### src/sv/oli_pkg.sv
package oli_pkg;

  // default sizes for the top level parameters
  localparam int unsigned DEPTH_DEF      = 16;
  localparam int unsigned DATA_WIDTH_DEF = 32;

  // fixed field widths of the request and result ports
  localparam int unsigned REQ_W    = 3;
  localparam int unsigned POS_W    = 5;
  localparam int unsigned VALUE_W  = 32;
  localparam int unsigned STATUS_W = 2;
  localparam int unsigned COUNT_W  = 5;
  localparam int unsigned MAX_DW   = 64;

  // request codes
  localparam logic [REQ_W-1:0] REQ_ADD_FRONT = 3'd0;
  localparam logic [REQ_W-1:0] REQ_ADD_REAR  = 3'd1;
  localparam logic [REQ_W-1:0] REQ_REM_FRONT = 3'd2;
  localparam logic [REQ_W-1:0] REQ_REM_REAR  = 3'd3;
  localparam logic [REQ_W-1:0] REQ_INSERT    = 3'd4;
  localparam logic [REQ_W-1:0] REQ_DELETE    = 3'd5;

  // status codes
  localparam logic [STATUS_W-1:0] ST_OK        = 2'd0;
  localparam logic [STATUS_W-1:0] ST_UNDERFLOW = 2'd1;
  localparam logic [STATUS_W-1:0] ST_RANGE     = 2'd2;
  localparam logic [STATUS_W-1:0] ST_FULL      = 2'd3;

  // list operation picked by the decoder
  typedef enum logic [1:0] {
    OP_NONE,
    OP_INS,
    OP_DEL
  } op_e;

  // controller to datapath
  typedef struct packed {
    logic load_req;
    logic start;
    logic rd_en;
    logic rd_here;
    logic shift_wr;
    logic value_wr;
    logic cap_removed;
    logic finish;
  } cmd_t;

  // datapath to controller
  typedef struct packed {
    op_e  op;
    logic ins_done;
    logic del_done;
  } sts_t;

endpackage

### src/sv/oli_ram.sv
module oli_ram #(
  parameter int unsigned WIDTH = 32,
  parameter int unsigned DEPTH = 16
) (
  input  logic                     clk_i,
  input  logic                     we_i,
  input  logic [$clog2(DEPTH)-1:0] waddr_i,
  input  logic [WIDTH-1:0]         wdata_i,
  input  logic                     re_i,
  input  logic [$clog2(DEPTH)-1:0] raddr_i,
  output logic [WIDTH-1:0]         rdata_o
);

  logic [WIDTH-1:0] mem_q [DEPTH];
  logic [WIDTH-1:0] rdata_q;

  // one write port, one registered read port
  always_ff @(posedge clk_i) begin
    if (we_i) begin
      mem_q[waddr_i] <= wdata_i;
    end
    if (re_i) begin
      rdata_q <= mem_q[raddr_i];
    end
  end

  assign rdata_o = rdata_q;

endmodule

### src/sv/oli_ctrl.sv
module oli_ctrl (
  input  logic          clk_i,
  input  logic          rst_ni,
  input  logic          in_valid_i,
  output logic          in_ready_o,
  output logic          out_valid_o,
  input  logic          out_ready_i,
  input  oli_pkg::sts_t sts_i,
  output oli_pkg::cmd_t cmd_o
);
  import oli_pkg::*;

  typedef enum logic [3:0] {
    S_IDLE,
    S_DECODE,
    S_INS_CHK,
    S_INS_WR,
    S_DEL_RD,
    S_DEL_CAP,
    S_DEL_CHK,
    S_DEL_WR,
    S_FINISH
  } state_e;

  state_e state_q, state_d;
  logic   out_valid_q, out_valid_d;

  // next state and datapath commands
  always_comb begin
    state_d     = state_q;
    cmd_o       = '0;
    out_valid_d = out_valid_q;
    if (out_valid_q && out_ready_i) begin
      out_valid_d = 1'b0;
    end
    case (state_q)
      S_IDLE: begin
        if (in_valid_i) begin
          cmd_o.load_req = 1'b1;
          state_d        = S_DECODE;
        end
      end
      S_DECODE: begin
        cmd_o.start = 1'b1;
        case (sts_i.op)
          OP_INS:  state_d = S_INS_CHK;
          OP_DEL:  state_d = S_DEL_RD;
          default: state_d = S_FINISH;
        endcase
      end
      S_INS_CHK: begin
        if (sts_i.ins_done) begin
          cmd_o.value_wr = 1'b1;
          state_d        = S_FINISH;
        end else begin
          cmd_o.rd_en = 1'b1;
          state_d     = S_INS_WR;
        end
      end
      S_INS_WR: begin
        cmd_o.shift_wr = 1'b1;
        state_d        = S_INS_CHK;
      end
      S_DEL_RD: begin
        cmd_o.rd_en   = 1'b1;
        cmd_o.rd_here = 1'b1;
        state_d       = S_DEL_CAP;
      end
      S_DEL_CAP: begin
        cmd_o.cap_removed = 1'b1;
        state_d           = S_DEL_CHK;
      end
      S_DEL_CHK: begin
        if (sts_i.del_done) begin
          state_d = S_FINISH;
        end else begin
          cmd_o.rd_en = 1'b1;
          state_d     = S_DEL_WR;
        end
      end
      S_DEL_WR: begin
        cmd_o.shift_wr = 1'b1;
        state_d        = S_DEL_CHK;
      end
      S_FINISH: begin
        // wait until the result register is free
        if (!out_valid_q || out_ready_i) begin
          cmd_o.finish = 1'b1;
          out_valid_d  = 1'b1;
          state_d      = S_IDLE;
        end
      end
      default: state_d = S_IDLE;
    endcase
  end

  // state and result valid
  always_ff @(posedge clk_i or negedge rst_ni) begin
    if (!rst_ni) begin
      state_q     <= S_IDLE;
      out_valid_q <= 1'b0;
    end else begin
      state_q     <= state_d;
      out_valid_q <= out_valid_d;
    end
  end

  assign in_ready_o  = (state_q == S_IDLE);
  assign out_valid_o = out_valid_q;

endmodule

### src/sv/oli_dpath.sv
module oli_dpath #(
  parameter int unsigned DEPTH      = 16,
  parameter int unsigned DATA_WIDTH = 32
) (
  input  logic                              clk_i,
  input  logic                              rst_ni,
  input  oli_pkg::cmd_t                     cmd_i,
  output oli_pkg::sts_t                     sts_o,
  input  logic [oli_pkg::REQ_W-1:0]         req_type_i,
  input  logic [oli_pkg::POS_W-1:0]         position_i,
  input  logic [oli_pkg::VALUE_W-1:0]       value_i,
  output logic [oli_pkg::VALUE_W-1:0]       removed_value_o,
  output logic [oli_pkg::STATUS_W-1:0]      status_o,
  output logic [oli_pkg::COUNT_W-1:0]       entry_count_o,
  output logic                              is_empty_o
);
  import oli_pkg::*;

  localparam int unsigned AW = $clog2(DEPTH);
  localparam int unsigned CW = $clog2(DEPTH + 1);
  localparam int unsigned PW = ((CW > POS_W) ? CW : POS_W) + 1;

  logic [REQ_W-1:0]      req_q;
  logic [POS_W-1:0]      pos_q;
  logic [DATA_WIDTH-1:0] val_q;
  logic [CW-1:0]         count_q, count_d;
  logic [AW-1:0]         ptr_q, ptr_d;
  logic [DATA_WIDTH-1:0] removed_q;
  logic [VALUE_W-1:0]    out_removed_q;
  logic [STATUS_W-1:0]   out_status_q;

  logic [MAX_DW-1:0]     value_wide;
  logic [MAX_DW-1:0]     removed_wide;
  logic [PW-1:0]         pos_w, cnt_w, pos_m1, depth_w;
  logic [CW-1:0]         cnt_m1;
  logic                  is_full;
  op_e                   op;
  logic [STATUS_W-1:0]   status;
  logic [AW-1:0]         idx;
  logic [AW-1:0]         src;
  logic [DATA_WIDTH-1:0] rdata;
  logic                  ram_we;
  logic [AW-1:0]         ram_waddr;
  logic [DATA_WIDTH-1:0] ram_wdata;
  logic [AW-1:0]         ram_raddr;

  assign value_wide   = MAX_DW'(value_i);
  assign removed_wide = MAX_DW'(removed_q);

  assign pos_w   = PW'(pos_q);
  assign cnt_w   = PW'(count_q);
  assign pos_m1  = pos_w - PW'(1);
  assign depth_w = PW'(DEPTH);
  assign cnt_m1  = count_q - CW'(1);
  assign is_full = (cnt_w >= depth_w);

  // request decode: status, operation and target slot
  always_comb begin
    op     = OP_NONE;
    status = ST_OK;
    idx    = '0;
    case (req_q)
      REQ_ADD_FRONT, REQ_ADD_REAR: begin
        if (is_full) begin
          status = ST_FULL;
        end else begin
          op  = OP_INS;
          idx = (req_q == REQ_ADD_FRONT) ? '0 : count_q[AW-1:0];
        end
      end
      REQ_REM_FRONT, REQ_REM_REAR: begin
        if (cnt_w == '0) begin
          status = ST_UNDERFLOW;
        end else begin
          op  = OP_DEL;
          idx = (req_q == REQ_REM_FRONT) ? '0 : cnt_m1[AW-1:0];
        end
      end
      REQ_INSERT: begin
        if (pos_w == '0 || pos_w > cnt_w + PW'(1)) begin
          status = ST_RANGE;
        end else if (is_full) begin
          status = ST_FULL;
        end else begin
          op  = OP_INS;
          idx = pos_m1[AW-1:0];
        end
      end
      REQ_DELETE: begin
        if (pos_w == '0 || pos_w > cnt_w) begin
          status = ST_RANGE;
        end else begin
          op  = OP_DEL;
          idx = pos_m1[AW-1:0];
        end
      end
      default: begin
        op     = OP_NONE;
        status = ST_OK;
      end
    endcase
  end

  // shift source: one slot toward the hole being closed or opened
  assign src = (op == OP_DEL) ? ptr_q + AW'(1) : ptr_q - AW'(1);

  assign sts_o.op       = op;
  assign sts_o.ins_done = (ptr_q == idx);
  assign sts_o.del_done = (PW'(ptr_q) + PW'(1) == cnt_w);

  // entry store port selection
  assign ram_we    = cmd_i.shift_wr | cmd_i.value_wr;
  assign ram_waddr = cmd_i.value_wr ? idx : ptr_q;
  assign ram_wdata = cmd_i.value_wr ? val_q : rdata;
  assign ram_raddr = cmd_i.rd_here ? ptr_q : src;

  oli_ram #(
    .WIDTH (DATA_WIDTH),
    .DEPTH (DEPTH)
  ) u_ram (
    .clk_i   (clk_i),
    .we_i    (ram_we),
    .waddr_i (ram_waddr),
    .wdata_i (ram_wdata),
    .re_i    (cmd_i.rd_en),
    .raddr_i (ram_raddr),
    .rdata_o (rdata)
  );

  // shift pointer
  always_comb begin
    ptr_d = ptr_q;
    if (cmd_i.start) begin
      ptr_d = (op == OP_INS) ? count_q[AW-1:0] : idx;
    end else if (cmd_i.shift_wr) begin
      ptr_d = src;
    end
  end

  // entry count after the request
  always_comb begin
    count_d = count_q;
    if (cmd_i.finish) begin
      case (op)
        OP_INS:  count_d = count_q + CW'(1);
        OP_DEL:  count_d = cnt_m1;
        default: count_d = count_q;
      endcase
    end
  end

  always_ff @(posedge clk_i or negedge rst_ni) begin
    if (!rst_ni) begin
      count_q <= '0;
    end else begin
      count_q <= count_d;
    end
  end

  // request, pointer and result payload registers
  always_ff @(posedge clk_i) begin
    ptr_q <= ptr_d;
    if (cmd_i.load_req) begin
      req_q <= req_type_i;
      pos_q <= position_i;
      val_q <= value_wide[DATA_WIDTH-1:0];
    end
    if (cmd_i.cap_removed) begin
      removed_q <= rdata;
    end
    if (cmd_i.finish) begin
      out_status_q  <= status;
      out_removed_q <= (op == OP_DEL) ? removed_wide[VALUE_W-1:0] : '0;
    end
  end

  assign removed_value_o = out_removed_q;
  assign status_o        = out_status_q;
  assign entry_count_o   = cnt_w[COUNT_W-1:0];
  assign is_empty_o      = (count_q == '0);

endmodule

### src/sv/ordered_list_insert_delete.sv
// a rejected or unused request goes straight to the result; an add or insert shifts n entries
// and then writes the value, a remove or delete captures the removed entry and then shifts n entries,
// n = entries shifted (one read and one write of the single-port-pair entry store per shifted entry)
// one request in flight; the next input transfer is taken only after the result
// is loaded into the output register, which holds it until its transfer
// reset (async, active low) empties the list; entry store contents are not cleared
module ordered_list_insert_delete #(
  parameter int unsigned DEPTH      = oli_pkg::DEPTH_DEF,
  parameter int unsigned DATA_WIDTH = oli_pkg::DATA_WIDTH_DEF
) (
  input  logic                         clk_i,
  input  logic                         rst_ni,
  input  logic                         in_valid_i,
  output logic                         in_ready_o,
  input  logic [oli_pkg::REQ_W-1:0]    req_type_i,
  input  logic [oli_pkg::POS_W-1:0]    position_i,
  input  logic [oli_pkg::VALUE_W-1:0]  value_i,
  output logic                         out_valid_o,
  input  logic                         out_ready_i,
  output logic [oli_pkg::VALUE_W-1:0]  removed_value_o,
  output logic [oli_pkg::STATUS_W-1:0] status_o,
  output logic [oli_pkg::COUNT_W-1:0]  entry_count_o,
  output logic                         is_empty_o
);
  import oli_pkg::*;

  cmd_t cmd;
  sts_t sts;

  // sequencing of each request
  oli_ctrl u_ctrl (
    .clk_i       (clk_i),
    .rst_ni      (rst_ni),
    .in_valid_i  (in_valid_i),
    .in_ready_o  (in_ready_o),
    .out_valid_o (out_valid_o),
    .out_ready_i (out_ready_i),
    .sts_i       (sts),
    .cmd_o       (cmd)
  );

  // decode, entry store and result payload
  oli_dpath #(
    .DEPTH      (DEPTH),
    .DATA_WIDTH (DATA_WIDTH)
  ) u_dpath (
    .clk_i           (clk_i),
    .rst_ni          (rst_ni),
    .cmd_i           (cmd),
    .sts_o           (sts),
    .req_type_i      (req_type_i),
    .position_i      (position_i),
    .value_i         (value_i),
    .removed_value_o (removed_value_o),
    .status_o        (status_o),
    .entry_count_o   (entry_count_o),
    .is_empty_o      (is_empty_o)
  );

endmodule

### config.mk
export PLATFORM = sky130hd
export DESIGN_NAME = ordered_list_insert_delete
export DESIGN_NICKNAME = d
export VERILOG_FILES = /design/src/sv/oli_pkg.sv /design/src/sv/oli_ram.sv /design/src/sv/oli_ctrl.sv /design/src/sv/oli_dpath.sv /design/src/sv/ordered_list_insert_delete.sv
export SDC_FILE = /design/constraint.sdc
export NUM_CORES = 1
export LEC_CHECK = 0
export BUFFER_PORTS_ARGS = -buffer_cell sky130_fd_sc_hd__buf_2
export CAP_MARGIN = 20
export CORE_ASPECT_RATIO = 0.75
export CORE_MARGIN = 3
export CORE_UTILIZATION = 30
export DETAILED_ROUTE_END_ITERATION = 16
export GPL_ROUTABILITY_DRIVEN = 0
export SETUP_SLACK_MARGIN = 0.05
export SYNTH_ARGS = -nofsm -noshare
export SYNTH_HDL_FRONTEND = slang
export SYNTH_SLANG_ARGS = --single-unit
### constraint.sdc
create_clock -name clk_i -period 5.7 [get_ports clk_i]
set_input_delay 0.285 -clock clk_i [delete_from_list [all_inputs] [get_ports clk_i]]
set_output_delay 0.285 -clock clk_i [all_outputs]
set_load 0.05 [all_outputs]
==> flow_summary.ini <==
[clock_tree]
postCtsSetupBuffers = 0
clock-sinks = 664
cts_tree = built
clk_path_buf_depth = 3
clk_pin_slew_ns = 0.06
clk_latency_ns = 0.60
cts_max_level = 3
root_buffer = clkbuf_16
cts_buffers = 70

[timing]
skew_ns = 0.0169
slew_headroom_pct = 24.9
worstMarginPinSlew_ns = 1.12
fmax_mhz = 193
setup-violations-final = 0
slew_violations = 0
setup-tns-final_ns = 0
rsz0062_at_grt = no
hold_viol = 0
finalCritPeriodShare_pct = 90.9
finalCriticalPeriod_ns = 5.18
fin_ws_ns = 0.517

[yosys]
synth_edf_count = 654
synth_seq_cells = 664
synth.area.top_cells = edfxtp_1, mux4_2, mux2_4
yosys.area.top_type_share_pct = 74.8
yosys_warnings = 0
post-synth-top-area-cell = edfxtp_1
syn_area_per_cell_um2 = 20.6
async_flop_share_pct = 1.51
synth_area_mm2 = 0.0262
ys_seq_area_share_pct = 75.8
syn-num-nets = 1338
synthFlopType = edfxtp_1
ys_types = 58
synth_cells = 1274

[die]
chipHeight_um = 262
row_count = 93
core_mm2 = 0.0862
fp.dieW_um = 348
die_area_mm2 = 0.0911
ios = 86
initial_core_util_pct = 30.4

[detailed_routing]
wl_per_cell_um = 21.9
dr.pass1.iters = 5
detail_route.wirelength_um = 57800
vias = 12600
drt_iter0_drc = 1055
vias_per_cell = 4.80
ant_nets = 0
drc = 0

[job]
maxCapViolCount = 0

[finish]
layout_common_cells = edfxtp_1, mux4_2, buf_2, clkbuf_16, a21oi_1
area_growth_pct = 19.0
fin_area_mm2 = 0.0312
final_util_pct = 36.2
nFillCells = 7876
diodes = 0
final_common_cell = edfxtp_1
final_nets = 1509
fin_cells = 2635
drive_gt1_share_pct = 27.8

[place]
io_buffers = 85
placed_cells = 2469
place_ws_ns = 0.531
dp_hpwl_um = 31000
placed_cell_area_mm2 = 0.0286

[worst_setup_path]
cp_max_fo = 34
path_class = flop to flop
crit_path_top_delay_cell = dfrtp_1
crit_arrival_ns = 5.52
path_cells = inv_1 -> ha_1 -> a21oi_1 -> o21ai_1 -> o22ai_1 -> nand3_1 -> o21a_1 -> inv_1 -> ha_2 -> fa_1 -> mux2i_4 -> buf_12 -> buf_12 -> mux4_2 -> nor2b_1 -> a211oi_1 -> a21oi_1
cp.required_ns = 6.04
setup.worst_path.end_class = flop
cp-start-kind = flop
max_stage_delay_ns = 0.68

[global_route]
overflow = 0
grt_util_all_layers_pct = 12.7
grt_first_pass_wirelength_um = 86100
antenna_found_initial = 0
grt_max_degree = 129
first_global_vias = 12900

[power_and_ir_drop]
p_leak_nw = 10.1
power_density_mw_per_mm2 = 592
peakVddDrop_mv = 0.637

[outcome]
status = complete, no violations

[min_path]
hold_path.class = input pin to asynchronous set/reset pin
==> logic make-up after synthesis <==
kind of cell	count (synthesis)	share of synthesized area, %
mux	202	14.4
xor+xnor	20	0.668
buf+inv	83	1.38
flops	664	75.8
simple gates	156	3.39
fa+ha+maj	20	0.982
compound gates	129	3.36
==> final timing paths <==
| path | cells past startpoint | start | to | slack (ns) |
|---|---|---|---|---|
| worst max-delay path | 17 | u_dpath.entry_count_o[2] | u_dpath.u_ram.rdata_o[22] | 0.52 |
| worst min-delay path | 2 | rst_ni | u_dpath.entry_count_o[1] | 0.09 |
| worst max register to register | 17 | u_dpath.entry_count_o[2] | u_dpath.u_ram.rdata_o[22] | 0.52 |
| worst min register to register | 0 | u_dpath.u_ram.rdata_o[20] | u_dpath.removed_q[20] | 0.45 |
| max in group asynchronous | 2 | rst_ni | u_dpath.entry_count_o[4] | 5.41 |
| min in group clk_i | 2 | position_i[4] | u_dpath.pos_q[4] | 0.39 |
==> where the power goes <==
part           switching (mW)  total [mW]  internal (mW)
Clock                    1.84        4.41           2.57
Combinational            3.77        6.87           3.10
Sequential              0.283        7.20           6.92
==> flip-flops by register name, indices dropped and copies added, names as in the netlist <==
name / cells
u_dpath.u_ram.mem_q: 512
u_dpath.removed_q: 32
u_dpath.removed_value_o: 32
u_dpath.u_ram.rdata_o: 32
u_dpath.val_q: 32
u_dpath.entry_count_o: 5
u_dpath.pos_q: 5
u_ctrl.state_q: 4
u_dpath.ptr_q: 4
u_dpath.req_q: 3
u_dpath.status_o: 2
u_ctrl.out_valid_o: 1
==> metrics by stage <==
| step | hold WS (ns) | power, mW |
|---|---|---|
| finish | 0.0852 | 18.5 |
| global route | 0.0872 | 19.5 |
| CTS | 0.0586 | 18.7 |
| detailed placement | 0.168 | 14.3 |
| global placement | 0.163 | 14.1 |
| floorplan | -0.0106 | 12.2 |
==> layout make-up <==
type,count,area (µm²),share of cell area [%]
clock buffer,83,1820,5.83
clock inverter,39,395,1.27
inverter,17,63.8,0.204
multi-input combinational,527,6240,20.0
sequential,664,19900,63.7
tap,1140,1430,4.57
timing repair buffer,165,1380,4.43
==> Yosys cell counts (5+ instances only) <==
cell	number
o21ai_0	14
a21oi_1	53
nor3_1	5
dfrtp_1	10
and2_1	33
mux4_2	128
xnor2_1	14
a211oi_1	34
mux2i_1	39
edfxtp_1	654
nand2b_1	5
ha_1	19
clkbuf_1	43
nand2_1	31
nor2_1	13
nand3_1	10
mux2_4	32
inv_1	17
buf_2	17
a2111oi_2	5
xor2_1	6
nor2b_1	37
==> timing repair <==
action	in CTS	in global routing
hold endpoints to repair	52	0
hold buffers	43	0
resized for setup	0	0
==> critical path, delay by kind of cell, from the launching register on <==
kind,cells,cell delay (ns)
compound gates,6,1.19
fa+ha+maj,3,1.17
buf+inv,4,0.74
mux,2,0.72
flops,1,0.68
simple gates,2,0.38
==> metal layers <==
metal  routed length, µm  part of all wire, %  up-vias  track usage, %
met4                1020                  1.8        0            3.13
met1               25900                   45     6712            17.6
met2               27900                   48      307            20.8
met5                   0                    0        -               0
li1                    -                    -     5549               -
met3                2900                  5.0       81            2.42
(Power assumes the default switching activity.)
